$ cat src/itoa_pkg.sv
// ----------------------------------------------------------------------------
// itoa_pkg: shared types and constants
// Payload structs, format codes and character constants for the radix unit.
// ----------------------------------------------------------------------------
`default_nettype none
package itoa_pkg;
  localparam int unsigned ValueWidth = 32;
  localparam int unsigned MaxDigits = 32;
  localparam int unsigned CntWidth = 6;
  localparam int unsigned DecDigits = 10;

  localparam logic [2:0] FMT_PLAIN = 3'd0;
  localparam logic [2:0] FMT_BIN = 3'd1;
  localparam logic [2:0] FMT_OCT = 3'd2;
  localparam logic [2:0] FMT_DEC = 3'd3;
  localparam logic [2:0] FMT_HEX = 3'd4;

  localparam logic [7:0] CH_ZERO = 8'h30;
  localparam logic [7:0] CH_A = 8'h41;
  localparam logic [7:0] CH_B = 8'h62;
  localparam logic [7:0] CH_O = 8'h6f;
  localparam logic [7:0] CH_D = 8'h64;
  localparam logic [7:0] CH_H = 8'h68;
  localparam logic [7:0] CH_NUL = 8'h00;

  localparam logic [0:0] ADDR_MAX_LENGTH = 1'b0;

  typedef struct packed {
    logic [31:0] value;
    logic [2:0]  format;
  } in_item_t;

  typedef struct packed {
    logic [7:0] character;
    logic       last;
    logic       overflow;
  } out_item_t;

  // Job handed from the converter to the serializer
  typedef struct packed {
    logic [MaxDigits-1:0][3:0] digits;  // digit 0 is least significant
    logic [CntWidth-1:0]       ndig;
    logic [7:0]                suffix;
    logic                      ovf;
  } job_t;

  function automatic logic [7:0] digit_char(input logic [3:0] d);
    digit_char = (d < 4'd10) ? (CH_ZERO + {4'd0, d}) : (CH_A + {4'd0, d} - 8'd10);
  endfunction
endpackage
`default_nettype wire

$ cat src/itoa_bcd.sv
// ----------------------------------------------------------------------------
// itoa_bcd: pipelined binary to BCD converter
// Double-dabble, four bits per stage over eight register stages.
// ----------------------------------------------------------------------------
`default_nettype none
module itoa_bcd (
  input  wire logic                clk,
  input  wire logic                rst,
  input  wire logic                in_valid,
  output logic                     in_ready,
  input  wire itoa_pkg::in_item_t  in_item,
  output logic                     out_valid,
  input  wire logic                out_ready,
  output itoa_pkg::in_item_t       out_item,
  output logic [39:0]              out_bcd
);
  localparam int Stages = 8;
  localparam int DecDigitsL = itoa_pkg::DecDigits;

  logic [Stages-1:0]             vld;
  itoa_pkg::in_item_t            itm [Stages];
  logic [39:0]                   bcd [Stages];
  logic [31:0]                   sh [Stages];
  logic [Stages-1:0]             adv;

  function automatic logic [39:0] dab(input logic [39:0] b);
    logic [39:0] r;
    r = b;
    for (int i = 0; i < DecDigitsL; i++) begin
      if (r[4*i +: 4] > 4'd4) r[4*i +: 4] = r[4*i +: 4] + 4'd3;
    end
    dab = r;
  endfunction

  // step four bits: shift in MSBs of the remaining value
  function automatic logic [71:0] step4(input logic [39:0] b, input logic [31:0] s);
    logic [39:0] r;
    logic [31:0] t;
    r = b;
    t = s;
    for (int k = 0; k < 4; k++) begin
      r = dab(r);
      r = {r[38:0], t[31]};
      t = {t[30:0], 1'b0};
    end
    step4 = {r, t};
  endfunction

  always_comb begin
    adv[Stages-1] = !vld[Stages-1] || out_ready;
    for (int i = Stages-2; i >= 0; i--) adv[i] = !vld[i] || adv[i+1];
  end
  assign in_ready = adv[0];

  always_ff @(posedge clk) begin
    if (rst) begin
      vld <= '0;
    end else begin
      if (adv[0]) vld[0] <= in_valid;
      for (int i = 1; i < Stages; i++) begin
        if (adv[i]) vld[i] <= vld[i-1];
      end
    end
  end

  always_ff @(posedge clk) begin
    if (adv[0]) begin
      itm[0] <= in_item;
      {bcd[0], sh[0]} <= step4(40'd0, in_item.value);
    end
    for (int i = 1; i < Stages; i++) begin
      if (adv[i]) begin
        itm[i] <= itm[i-1];
        {bcd[i], sh[i]} <= step4(bcd[i-1], sh[i-1]);
      end
    end
  end

  assign out_valid = vld[Stages-1];
  assign out_item  = itm[Stages-1];
  assign out_bcd   = bcd[Stages-1];
endmodule
`default_nettype wire

$ cat src/itoa_count.sv
// ----------------------------------------------------------------------------
// itoa_count: digit selection and length check
// Picks the digit vector for the radix, counts digits, tests the buffer fit.
// ----------------------------------------------------------------------------
`default_nettype none
module itoa_count (
  input  wire logic               clk,
  input  wire logic               rst,
  input  wire logic [6:0]         max_length,
  input  wire logic               in_valid,
  output logic                    in_ready,
  input  wire itoa_pkg::in_item_t in_item,
  input  wire logic [39:0]        in_bcd,
  output logic                    out_valid,
  input  wire logic               out_ready,
  output itoa_pkg::job_t          out_job
);
  // stage A: digit vector and suffix; stage B: count and fit
  logic                            va, vb;
  logic [itoa_pkg::MaxDigits-1:0][3:0] dg_a;
  logic [7:0]                      suf_a;
  logic [itoa_pkg::MaxDigits-1:0]  nz_a;
  itoa_pkg::job_t                  job_b;
  logic                            adv_a, adv_b;
  logic [itoa_pkg::MaxDigits-1:0][3:0] dg_n;
  logic [7:0]                      suf_n;
  logic [itoa_pkg::MaxDigits-1:0]  nz_n;
  logic [itoa_pkg::CntWidth-1:0]   cnt_n;
  logic [6:0]                      tot_n;

  assign adv_b = !vb || out_ready;
  assign adv_a = !va || adv_b;
  assign in_ready = adv_a;

  always_comb begin
    dg_n = '0;
    unique case (in_item.format)
      itoa_pkg::FMT_BIN: begin
        suf_n = itoa_pkg::CH_B;
        for (int i = 0; i < 32; i++) dg_n[i] = {3'd0, in_item.value[i]};
      end
      itoa_pkg::FMT_OCT: begin
        suf_n = itoa_pkg::CH_O;
        for (int i = 0; i < 11; i++) begin
          dg_n[i] = {1'b0, 3'(({1'b0, in_item.value} >> (3*i)) & 33'h7)};
        end
      end
      itoa_pkg::FMT_HEX: begin
        suf_n = itoa_pkg::CH_H;
        for (int i = 0; i < 8; i++) dg_n[i] = in_item.value[4*i +: 4];
      end
      itoa_pkg::FMT_DEC: begin
        suf_n = itoa_pkg::CH_D;
        for (int i = 0; i < 10; i++) dg_n[i] = in_bcd[4*i +: 4];
      end
      default: begin
        suf_n = itoa_pkg::CH_NUL;
        for (int i = 0; i < 10; i++) dg_n[i] = in_bcd[4*i +: 4];
      end
    endcase
    for (int i = 0; i < 32; i++) nz_n[i] = (dg_n[i] != 4'd0);
  end

  // highest nonzero digit position plus one, at least one
  always_comb begin
    cnt_n = 6'd1;
    for (int i = 1; i < 32; i++) if (nz_a[i]) cnt_n = 6'(i + 1);
    tot_n = {1'b0, cnt_n} + ((suf_a != itoa_pkg::CH_NUL) ? 7'd1 : 7'd0);
  end

  always_ff @(posedge clk) begin
    if (rst) begin
      va <= 1'b0;
      vb <= 1'b0;
    end else begin
      if (adv_a) va <= in_valid;
      if (adv_b) vb <= va;
    end
  end

  always_ff @(posedge clk) begin
    if (adv_a) begin
      dg_a <= dg_n;
      suf_a <= suf_n;
      nz_a <= nz_n;
    end
    if (adv_b) begin
      job_b.digits <= dg_a;
      job_b.ndig <= cnt_n;
      job_b.suffix <= suf_a;
      job_b.ovf <= tot_n > max_length;
    end
  end

  assign out_valid = vb;
  assign out_job = job_b;
endmodule
`default_nettype wire

$ cat src/itoa_emit.sv
// ----------------------------------------------------------------------------
// itoa_emit: character serializer
// Holds a job; sends digits and suffix (skipped on overflow), then NUL, one per unstalled cycle.
// ----------------------------------------------------------------------------
`default_nettype none
module itoa_emit (
  input  wire logic               clk,
  input  wire logic               rst,
  input  wire logic               in_valid,
  output logic                    in_ready,
  input  wire itoa_pkg::job_t     in_job,
  output logic                    out_valid,
  input  wire logic               out_ready,
  output itoa_pkg::out_item_t     out_item
);
  localparam logic [1:0] S_IDLE = 2'd0;
  localparam logic [1:0] S_DIG = 2'd1;
  localparam logic [1:0] S_SUF = 2'd2;
  localparam logic [1:0] S_NUL = 2'd3;

  logic [1:0]                    state, state_next;
  itoa_pkg::job_t                job;
  logic [itoa_pkg::CntWidth-1:0] idx, idx_next;
  logic                          take, fire;

  assign fire = out_valid && out_ready;
  // accept the next job as the terminator of this one leaves
  assign in_ready = (state == S_IDLE) || (state == S_NUL && out_ready);
  assign take = in_valid && in_ready;
  assign out_valid = (state != S_IDLE);

  always_comb begin
    out_item = '{character: itoa_pkg::CH_NUL, last: 1'b0, overflow: 1'b0};
    unique case (state)
      S_DIG: out_item.character = itoa_pkg::digit_char(job.digits[idx[4:0]]);
      S_SUF: out_item.character = job.suffix;
      S_NUL: begin
        out_item.last = 1'b1;
        out_item.overflow = job.ovf;
      end
      default: ;
    endcase
  end

  always_comb begin
    state_next = state;
    idx_next = idx;
    if (take) begin
      state_next = in_job.ovf ? S_NUL : S_DIG;
      idx_next = in_job.ndig - 6'd1;
    end else if (fire) begin
      unique case (state)
        S_DIG: begin
          if (idx == '0) begin
            state_next = (job.suffix != itoa_pkg::CH_NUL) ? S_SUF : S_NUL;
          end
          idx_next = idx - 6'd1;
        end
        S_SUF: state_next = S_NUL;
        S_NUL: state_next = S_IDLE;
        default: ;
      endcase
    end
  end

  always_ff @(posedge clk) begin
    if (rst) begin
      state <= S_IDLE;
    end else begin
      state <= state_next;
    end
  end

  always_ff @(posedge clk) begin
    idx <= idx_next;
    if (take) job <= in_job;
  end
endmodule
`default_nettype wire

$ cat src/integer_to_ascii_radix_unit.sv
// ----------------------------------------------------------------------------
// integer_to_ascii_radix_unit: unsigned integer to ASCII string
// Converts a 32-bit value to binary, octal, decimal or hex text.
// ----------------------------------------------------------------------------
// Usage:
//   Input channel (in_valid/in_ready/in_item) takes a value and a format.
//   Output channel (out_valid/out_ready/out_item) sends one character per
//   transfer, most significant digit first, then the suffix letter if any, then a
//   NUL marked last. A string that exceeds max_length gives only the NUL
//   with overflow set.
//   max_length is written over the APB port at address 0; the user must do
//   so only while idle, as the block does not enforce it. Path from input
//   to first character: 8 double-dabble, 2 select/count, 1 serializer stage.
//   The serializer sends one character per cycle while out_ready is high
//   and takes the next item as the NUL of the last one leaves; the converter
//   pipeline keeps accepting items while the serializer is busy, until full.
//   Reset clears all valid bits and sets max_length to 64.
//   When the receiver stalls, the current character holds and the
//   pipeline fills, then in_ready drops.
// ----------------------------------------------------------------------------
`default_nettype none
module integer_to_ascii_radix_unit (
  input  wire logic                 clk,
  input  wire logic                 rst,
  input  wire logic                 in_valid,
  output logic                      in_ready,
  input  wire itoa_pkg::in_item_t   in_item,
  output logic                      out_valid,
  input  wire logic                 out_ready,
  output itoa_pkg::out_item_t       out_item,
  input  wire logic                 psel,
  input  wire logic                 penable,
  input  wire logic                 pwrite,
  input  wire logic [0:0]           paddr,
  input  wire logic [31:0]          pwdata,
  output logic [31:0]               prdata,
  output logic                      pready
);
  logic [6:0]          max_length;
  logic                b_valid, b_ready, c_valid, c_ready;
  itoa_pkg::in_item_t  b_item;
  logic [39:0]         b_bcd;
  itoa_pkg::job_t      c_job;

  assign pready = 1'b1;
  assign prdata = (paddr == itoa_pkg::ADDR_MAX_LENGTH) ? {25'd0, max_length} : 32'd0;

  always_ff @(posedge clk) begin
    if (rst) begin
      max_length <= 7'd64;
    end else if (psel && penable && pwrite && paddr == itoa_pkg::ADDR_MAX_LENGTH) begin
      max_length <= pwdata[6:0];
    end
  end

  itoa_bcd u_bcd (
    .clk, .rst, .in_valid, .in_ready, .in_item,
    .out_valid(b_valid), .out_ready(b_ready), .out_item(b_item), .out_bcd(b_bcd)
  );

  itoa_count u_count (
    .clk, .rst, .max_length, .in_valid(b_valid), .in_ready(b_ready),
    .in_item(b_item), .in_bcd(b_bcd),
    .out_valid(c_valid), .out_ready(c_ready), .out_job(c_job)
  );

  itoa_emit u_emit (
    .clk, .rst, .in_valid(c_valid), .in_ready(c_ready), .in_job(c_job),
    .out_valid, .out_ready, .out_item
  );
endmodule
`default_nettype wire

$ cat config.mk
export PLATFORM = sky130hd
export DESIGN_NAME = integer_to_ascii_radix_unit
export DESIGN_NICKNAME = d
export VERILOG_FILES = /design/src/itoa_pkg.sv /design/src/itoa_bcd.sv /design/src/itoa_count.sv /design/src/itoa_emit.sv /design/src/integer_to_ascii_radix_unit.sv
export SDC_FILE = /design/constraint.sdc
export NUM_CORES = 1
export LEC_CHECK = 0
export BUFFER_PORTS_ARGS = -buffer_cell sky130_fd_sc_hd__clkbuf_2
export CAP_MARGIN = 20
export CORE_UTILIZATION = 25
export CTS_BUF_LIST = sky130_fd_sc_hd__clkbuf_16
export DETAILED_ROUTE_END_ITERATION = 10
export REMOVE_ABC_BUFFERS = 1
export SLEW_MARGIN = 15
export SYNTH_ARGS = -nofsm -noshare
export SYNTH_HDL_FRONTEND = slang
export SYNTH_SLANG_ARGS = --single-unit
$ cat constraint.sdc
create_clock -name clk -period 8.5 [get_ports clk]
set_input_delay 0.425 -clock clk [delete_from_list [all_inputs] [get_ports clk]]
set_output_delay 0.425 -clock clk [all_outputs]
set_load 0.05 [all_outputs]
Yosys cells after proc, flatten, opt, wreduce, memory -nomap -nowiden
Memories as Yosys holds them, arrays and structs flattened.
Cells that the tools add are included.
- flip-flop bits (word level): 870
- bits in latches: 0
- memory bits (writable): 280
- memory bits (read-only): 0
- input port bits: 75
- output and inout bits: 45
- word-level logic and storage cells: 1254
- memories kept: 1
- memories (memory ; depth ; bits a word ; rd ports ; clocked after Yosys merged registers in ; wr ports ; RTL line ; text):
    u_bcd.itm ; 8 ; 35 ; 8 ; 0 ; 8 ; itoa_bcd.sv:21 ; itoa_pkg::in_item_t itm [Stages];
- add/subtract/negate cells: 264
- $mul: 0
- div/mod/pow operators: 0
- magnitude comparators: 261
- equal/unequal tests: 8
- shifts and indexed selects: 0
- mux-type cells: 518
- bitwise gates (word level): 1
- reductions and logical operators: 69
- operators with widths (operator ; count):
    2-to-1 mux 4 bit ; 408
    > comparator 4 x 3 -> 1 bit (second input constant) ; 256
    adder 4 x 2 -> 4 bit (second input constant) ; 232
    2-to-1 mux 6 bit ; 33
    nonzero test 4 bit ; 33
    2-to-1 mux 3 bit ; 43
    case mux 32 bit (3 select lines) ; 1
    2-to-1 mux 81 bit ; 1
    adder 3 x 2 -> 3 bit (second input constant) ; 24
    case mux 7 bit (4 select lines) ; 1
    case mux 8 bit (3 select lines) ; 1
    binary-select mux 4 bit (select 5 bit) ; 1
    2-to-1 mux 1 bit ; 18
    case mux 8 bit (2 select lines) ; 1
    nonzero test 8 bit ; 2
    2-to-1 mux 2 bit ; 6
    subtractor 6 x 1 -> 6 bit (second input constant) ; 2
    logical OR 1 bit ; 11
    logical NOT 1 bit ; 10
    adder 7 x 4 -> 8 bit (first input constant) ; 1
    2-to-1 mux 8 bit ; 1
    subtractor 8 x 4 -> 8 bit (second input constant) ; 1
    adder 6 x 4 -> 7 bit (first input constant) ; 1
    adder 6 x 7 -> 7 bit ; 1
    23 further kinds ; 32

Longest topological paths before layout
Gate-level depths: netlist of run 1.
- depth after elaboration: 33
- gate-level depth with buffers: 20
- gate-level depth less buffers: 20

Hierarchy
From an unflattened synthesis of run 1, not the netlist that was laid out.
- cells, all modules: 4577
- area total of the unflattened synthesis: 47167.7 um^2
- modules (own cells, without submodules) (module ; instances ; cells each ; area each (um^2) ; seq. area each (um^2)):
    itoa_bcd ; 1 ; 3664 ; 33627.3 ; 13883.3
    itoa_count ; 1 ; 526 ; 6966.7 ; 4604.4
    itoa_emit ; 1 ; 321 ; 5992.0 ; 4334.2
    integer_to_ascii_radix_unit ; 1 ; 66 ; 581.8 ; 140.1

Least setup slack after synthesis of run 1
OpenSTA, ideal clock, no wires.
- path kind: register to register
- from: reg u_emit.state[1]
- to: reg u_bcd.bcd[280] in the netlist's numbering, enable pin
- setup time: 0.775 ns
- data arrival time: 5.505 ns
- required time: 7.725 ns
- setup slack: 2.220 ns
- stages on the path, launching flop included: 9
- path buffers: 0
- period minus slack after synthesis: 6.280 ns
- cells stage by stage: dfxtp_1 ha_1 a21oi_1 and2_1 nand3_1 nor2_1 and3_1 and3_1 nand3_1
- cells in the longest elaborated chain, start to end: 13
- elaborated cells on any way between the ends: 14
- those cells by class: eq/ne: 1; reduce/logical: 13
- ends and longest elaborated chain (element ; RTL line ; text):
    start, declared ; itoa_emit.sv:21 ; logic [1:0] state, state_next;
    start signal, assigned ; itoa_emit.sv:70 ; state <= state_next;
    == test 2 bit ; itoa_emit.sv:28 ; assign in_ready = (state == S_IDLE) || (state == S_NUL && out_ready);
    logical AND 1 bit ; itoa_emit.sv:28 ;
    logical OR 1 bit * ; itoa_emit.sv:28 ;
    logical OR 1 bit * ; itoa_count.sv:31 ; assign adv_b = !vb || out_ready;
    logical OR 1 bit * ; itoa_count.sv:32 ; assign adv_a = !va || adv_b;
    logical OR 1 bit * ; itoa_bcd.sv:50 ; adv[Stages-1] = !vld[Stages-1] || out_ready;
    net u_bcd.adv[7] ; itoa_bcd.sv:24 ; logic [Stages-1:0] adv;
    logical OR 1 bit * (7 in series) ; itoa_bcd.sv:51 ; for (int i = Stages-2; i >= 0; i--) adv[i] = !vld[i] || adv[i+1];
    net in_ready ; integer_to_ascii_radix_unit.sv:26 ; output logic in_ready,
    end signal, assigned by index ; itoa_bcd.sv:74 ; {bcd[i], sh[i]} <= step4(bcd[i-1], sh[i-1]);
    end, declared ; itoa_bcd.sv:22 ; logic [39:0] bcd [Stages];
Mark *: on every way through the listed nets, which the timed path passes. The rest lies on a longest branch.
A chain may end at the register's enable or synchronous reset.

==> flow_metrics.env, run 1 <==
export IMPL_fin_nets=3820
export IMPL_cts_buffers=79
export IMPL_rows=145
export IMPL_grt_first_pass_wirelength_um=123600
export IMPL_grt_antenna_before_repair=3
export IMPL_io_pins=120
export IMPL_worst_pin_slew_ns=0.9728
export IMPL_fin_setup_tns_ns=0
export IMPL_yosysUniqueCellTypes=100
export IMPL_drt_first_pass_iters=5
export IMPL_core_area_sq_mm=0.1569
export IMPL_status="finished, final reports clean"
export IMPL_dr_wl_met2_um=36530
export IMPL_grt_overflow=0
export IMPL_ctsResizeCount=0
export IMPL_crit_end="u_bcd.bcd[122]"
export IMPL_drt_met1_wl_um=35010
export IMPL_ant_nets=0
export IMPL_cts_clk_slew_worst_paths_ns=0.06
export IMPL_hold_depth=3
export IMPL_clock_latency_ns=0.64
export IMPL_yosysWarnings=0
export IMPL_period_needed_ns=4.787
export IMPL_grt_use_total_pct=9.279
export IMPL_max_slew_margin_pct=35.15
export IMPL_reg2regPathDepth=19
export IMPL_r2r_end="u_bcd.bcd[122]"
export IMPL_num_vias=25540
export IMPL_cts_setup_buffers=0
export IMPL_dr_max_layer_used="met4"
export IMPL_drive_gt1_share_pct=10.64
export IMPL_ys_async_sr_fraction_pct=0
export IMPL_dieArea_sq_mm=0.1603
export IMPL_crit_path_end_kind="flop"
export IMPL_min_period_over_period_pct=56.32
export IMPL_die_x_um=400.3
export IMPL_dp_hpwl_um=54550
export IMPL_drt_total_wl_um=76480
export IMPL_fin_skew_ns=0.02266
export IMPL_grt_setup_unrepaired="no"
export IMPL_drv_cap=0
export IMPL_root_buffer="clkbuf_16"
export IMPL_cts_sinks=703
export IMPL_vias_per_cell=4.556
export IMPL_hp_class="input pin to flop"
export IMPL_r2r_setup_slack_ns=3.71
export IMPL_synth_edf_count=684
export IMPL_hold_viol=0
export IMPL_met3_length_um=2969
export IMPL_critical_path_class="flop to flop"
export IMPL_worstPathRequired_ns=8.85
export IMPL_start_util_pct=25.28
export IMPL_drc=0
export IMPL_grt_max_degree=76
export IMPL_slew_viol_final=0
export IMPL_synth_cells=3347
export IMPL_cts_path_max_buffers=3
export IMPL_arrival_ns=5.14
export IMPL_fillerInstances=15860
export IMPL_synthToLayoutAreaGrowth_pct=14.43
export IMPL_final_setup_viol_count=0
export IMPL_start_kind="flop"
export IMPL_r2r_start="u_bcd.itm[0][124]"
export IMPL_die_h_um=400.3
export IMPL_synth_ff_type="edfxtp_1"
export IMPL_syn_area_sq_mm=0.03967
export IMPL_drtIter0Drc=1475
export IMPL_io_buffers=67
export IMPL_syn_avg_cell_area_sq_um=11.85
export IMPL_cts_max_level=3
export IMPL_ys_seq_area_share_pct=52.74
export IMPL_cts_tree="done"
export IMPL_max_freq_mhz=208.9
export IMPL_gp_congestion=0.7788
export IMPL_ys_seq_elements=703
export IMPL_worst_path_max_fanout=8
export IMPL_crit_start="u_bcd.itm[0][124]"
export IMPL_wl_per_cell_um=13.64
export IMPL_grt_pass1_vias=24350
[cell usage in the layout (no fill, tap or decap), types with 28 or more instances in the layout]
master         Yosys  routed
edfxtp_1         684     684
ha_1             262     262
inv_1            234     242
nor2_1           224     224
a21oi_1          196     196
o21ai_0          183     183
mux2i_1          175     175
nand2_1          155     151
mux2_2           108     108
xnor2_1          100     100
clkbuf_16          0      81
nand2b_1          69      69
clkbuf_2           2      67
xor2_1            52      52
nor2b_1           48      48
nor3_1            48      48
o21bai_1          47      47
dlygate4sd3_1      0      41
and2_1            39      39
o22ai_1           36      36
o221ai_1          32      32
a21o_1            31      31
nand3_1           31      29
or4_1             29      29
o21a_1            28      28
a31oi_1           28      28
conb_1             2      28
[cells by family (layout without fill, tap and decap cells)]
logic type / count (synthesis) / after routing / share of synthesized area, %
AO/OA/AOI/OAI: 824 / 824 / 13.70
XOR/XNOR: 152 / 152 / 3.356
adder cells (fa/ha/maj): 262 / 262 / 8.264
buffers and inverters: 330 / 501 / 3.492
flip-flops: 703 / 703 / 52.74
multiplexers: 302 / 302 / 8.475
other: 2 / 31 / 0.01893
AND/OR/NAND/NOR: 772 / 772 / 9.964
[critical path, cell delays in order, from the launching register on]
cell	delay (ns)
edfxtp_1	0.46
inv_1	0.10
ha_1	0.32
nor2b_4	0.19
nor2_1	0.07
xnor2_1	0.26
ha_1	0.30
o22ai_1	0.10
a22oi_2	0.21
o41ai_2	0.14
xnor2_1	0.38
ha_1	0.26
inv_1	0.06
a21boi_1	0.36
xnor2_1	0.20
ha_1	0.27
nor2_1	0.08
o21ai_0	0.14
o31ai_1	0.09
or4_1	0.51
[worst min path at each step]
stage | from | to | slack [ns]
2_1_floorplan | u_bcd.itm[0][65] | u_bcd.itm[0][100] | 0.40
3_3_place_gp | u_count.out_job[34] | u_emit.job[34] | 0.40
3_5_place_dp | u_bcd.itm[0][70] | u_bcd.itm[0][105] | 0.40
4_1_cts | in_valid | u_bcd.vld[0] | 0.07
5_1_grt | in_valid | u_bcd.vld[0] | 0.08
6_report | in_valid | u_bcd.vld[0] | 0.1
[routing by layer]
| metal | global-route usage (%) | vias up |
|---|---|---|
| met4 | 2.982 | 0 |
| met3 | 1.707 | 127 |
| li1 | - | 12830 |
| met2 | 15.90 | 423 |
| met1 | 11.74 | 12160 |
| met5 | 0 | - |
[through the flow]
| step | instances | hold slack, ns | setup WS [ns] | cell area (sq um) | utilization [%] |
|---|---|---|---|---|---|
| final | 5605 | 0.09569 | 3.713 | 45390 | 28.92 |
| after global routing | 5605 | 0.08463 | 3.335 | 45390 | 28.92 |
| after CTS | 5602 | 0.06895 | 3.584 | 45380 | 28.92 |
| after detailed placement | 5419 | 0.4045 | 3.790 | 42330 | 26.97 |
| after global placement | 5419 | 0.4021 | 3.869 | 42330 | 26.97 |
| after floorplan | 3278 | 0.4003 | 2.220 | 39260 | - |
[Yosys cell counts (all sizes together) (52+ instances only)]
| cell | instances | area, sq um |
|---|---|---|
| a21oi | 197 | 989.7 |
| buf | 54 | 336.6 |
| edfxtp | 684 | 20540 |
| ha | 262 | 3278 |
| inv | 235 | 882.1 |
| mux2 | 111 | 1250 |
| mux2i | 175 | 1752 |
| nand2 | 155 | 581.8 |
| nand2b | 70 | 440.4 |
| nor2 | 224 | 840.8 |
| o21ai | 201 | 1006 |
| xnor2 | 100 | 875.8 |
| xor2 | 52 | 455.4 |
[sequential cells by signal, summed over array words and instances (netlist names), 7 cells and up]
signal           cells
max_length           7
u_bcd.bcd          139
u_bcd.itm          173
u_bcd.out_bcd       40
u_bcd.sh           105
u_bcd.vld            8
u_count.dg_a        43
u_count.nz_a        30
u_count.out_job     74
u_emit.job          69
[timing repair]
item                                    4_1_cts  5_1_grt
hold endpoints to repair                     41        0
endpoints found under the setup margin        0        0
hold buffers                                 41        0
[layout make-up]
cell class              count  area (sq um)  area share (%)
flip-flops and latches    703         20920           46.09
multi-input cells        2340         17500           38.55
well taps                2058          2575           5.673
clock buffers              81          2027           4.465
inverters                 235         882.1           1.943
repair buffers            124         865.8           1.907
clock inverters            61         618.1           1.362
diodes                      3         7.507         0.01654
Power of run 1 is not shown: default switching activity piles up to over one toggle a cycle in this logic, so the estimate is an artifact.
==> run 2, diff against run 1 <==
==> constraint.sdc (replaced) <==
create_clock -name clk -period 4.3 [get_ports clk]
set_input_delay 0.215 -clock clk [delete_from_list [all_inputs] [get_ports clk]]
set_output_delay 0.215 -clock clk [all_outputs]
set_load 0.05 [all_outputs]
==> flow_metrics.env, run 2 (synthesized netlist as in run 1, its figures left out) <==
export IMPL_status="finished, final reports clean"
export IMPL_drv_cap=0
export IMPL_cts_clk_slew_worst_paths_ns=0.06
export IMPL_gp_congestion=0.8431
export IMPL_critical_path_class="flop to flop"
export IMPL_clock_latency_ns=0.66
export IMPL_dp_hpwl_um=55310
export IMPL_start_util_pct=25.28
export IMPL_crit_start="u_bcd.bcd[168]"
export IMPL_final_setup_viol_count=0
export IMPL_worst_slack_ns=0.2196
export IMPL_vias_per_cell=4.526
export IMPL_rows=145
export IMPL_grt_max_degree=76
export IMPL_cts_max_level=3
export IMPL_die_x_um=400.3
export IMPL_most_common_layout_cells="edfxtp_1 (684), ha_1 (242), inv_1 (241)"
export IMPL_die_h_um=400.3
export IMPL_fin_nets=3875
export IMPL_grt_pass1_vias=24430
export IMPL_fin_skew_ns=0.02959
export IMPL_max_freq_mhz=245.1
export IMPL_hold_viol=0
export IMPL_reg2regPathDepth=17
export IMPL_cts_sinks=703
export IMPL_crit_chain="inv_1 > ha_4 > nand2b_4 > a21oi_1 > or2_2 > ha_1 > or3b_2 > a21oi_2 > a211oi_1 > xor2_1 > inv_1 > ha_1 > inv_1 > a21oi_2 > mux2_2 > a21oi_1 > mux2_2"
export IMPL_worst_pin_slew_ns=0.9739
export IMPL_ant_nets=0
export IMPL_slowest_stage="or3b_2"
export IMPL_wl_per_cell_um=13.88
export IMPL_worstPathRequired_ns=4.69
export IMPL_r2r_setup_slack_ns=0.22
export IMPL_worst_path_max_fanout=5
export IMPL_max_stage_delay_ns=0.47
export IMPL_r2r_start="u_bcd.bcd[168]"
export IMPL_arrival_ns=4.47
export IMPL_grt_use_total_pct=9.433
export IMPL_min_period_over_period_pct=94.89
export IMPL_synthToLayoutAreaGrowth_pct=17.40
export IMPL_drc=0
export IMPL_drive_gt1_share_pct=14.73
export IMPL_critical_path_most_common_cell="inv_1"
export IMPL_dieArea_sq_mm=0.1603
export IMPL_drt_total_wl_um=78570
export IMPL_cts_tree="done"
export IMPL_io_pins=120
export IMPL_crit_end="u_bcd.bcd[132]"
export IMPL_pre_cts_slack_ns=0.03425
export IMPL_core_area_sq_mm=0.1569
export IMPL_io_buffers=67
export IMPL_hp_class="input pin to flop"
export IMPL_drtIter0Drc=1863
export IMPL_period_needed_ns=4.080
export IMPL_drt_first_pass_iters=9
export IMPL_start_kind="flop"
export IMPL_grt_first_pass_wirelength_um=125000
export IMPL_top_register="u_bcd.itm"
export IMPL_largest_register_ffs=173
export IMPL_r2r_end="u_bcd.bcd[132]"
export IMPL_cp_top_family="simple AND/OR/NAND/NOR gates"
export IMPL_num_vias=25630
export IMPL_cts_buffers=79
export IMPL_crit_path_end_kind="flop"
export IMPL_path_buf_inv=3
export IMPL_num_antenna_cells=0
export IMPL_max_slew_margin_pct=35.07
export IMPL_grt_overflow=0
export IMPL_path_depth=17
export IMPL_cts_path_max_buffers=3
export IMPL_root_buffer="clkbuf_16"
export IMPL_final_common_cell="edfxtp_1"
export IMPL_grt_antenna_before_repair=0
export IMPL_slew_viol_final=0
run 2: cell types whose count changed in the layout (fill, tap and decap cells not counted), moves of 10 or more:
cell,change
buf_4,+48
ha_1,-20
ha_2,+19
mux2i_1,-10
mux2i_2,+10
xnor2_1,-16
xnor2_2,+16
run 2: worst min path at each step:
stage	start	endpoint	slack (ns)	cells after the start
2_1_floorplan	rst	u_bcd.vld[0]	0.28	1
3_3_place_gp	in_item[3]	u_bcd.sh[228]	0.40	1
3_5_place_dp	in_item[15]	u_bcd.sh[240]	0.40	1
4_1_cts	rst	u_emit.state[1]	0.02	2
5_1_grt	rst	u_emit.state[1]	0.06	2
6_report	rst	max_length[4]	0.07	2
run 2: what timing repair did:
item / in CTS / in global routing
setup endpoints to repair: 1 / 96
endpoints found under the hold margin: 47 / 0
pin swaps: 0 / 13
hold buffers: 43 / 0
setup buffers: 0 / 7
resized for setup: 1 / 99
gates cloned: 0 / 1
run 2: area by class of cell:
cell class,instances,area (sq um)
Multi-Input combinational cell,2341,17940
Tap cell,2058,2575
Sequential cell,703,20920
Clock inverter,68,948.4
Inverter,235,884.6
Clock buffer,79,1977
Fill cell,15710,110400
Timing Repair Buffer,178,1326
run 2: metrics by stage:
step | hold slack (ns) | TNS [ns] | utilization, % | area [sq um] | instances
after floorplan | 0.2841 | -458.52 | - | 39260 | 3278
after global placement | 0.3953 | 0 | 27.22 | 42720 | 5464
after detailed placement | 0.3952 | 0 | 27.22 | 42720 | 5464
after CTS | 0.01613 | 0 | 29.36 | 46080 | 5654
after global routing | 0.06373 | -0.1061 | 29.68 | 46570 | 5662
final | 0.06603 | 0 | 29.68 | 46570 | 5662
run 2: per-layer routing:
| layer | vias up | wire [um] | global-route usage, % |
|---|---|---|---|
| met5 | - | 0 | 0 |
| met4 | 0 | 1832 | 2.881 |
| met3 | 131 | 2397 | 1.599 |
| met2 | 366 | 38370 | 16.56 |
| met1 | 12200 | 35970 | 11.74 |
| li1 | 12930 | - | - |
Power of run 2 is left out for the same reason.
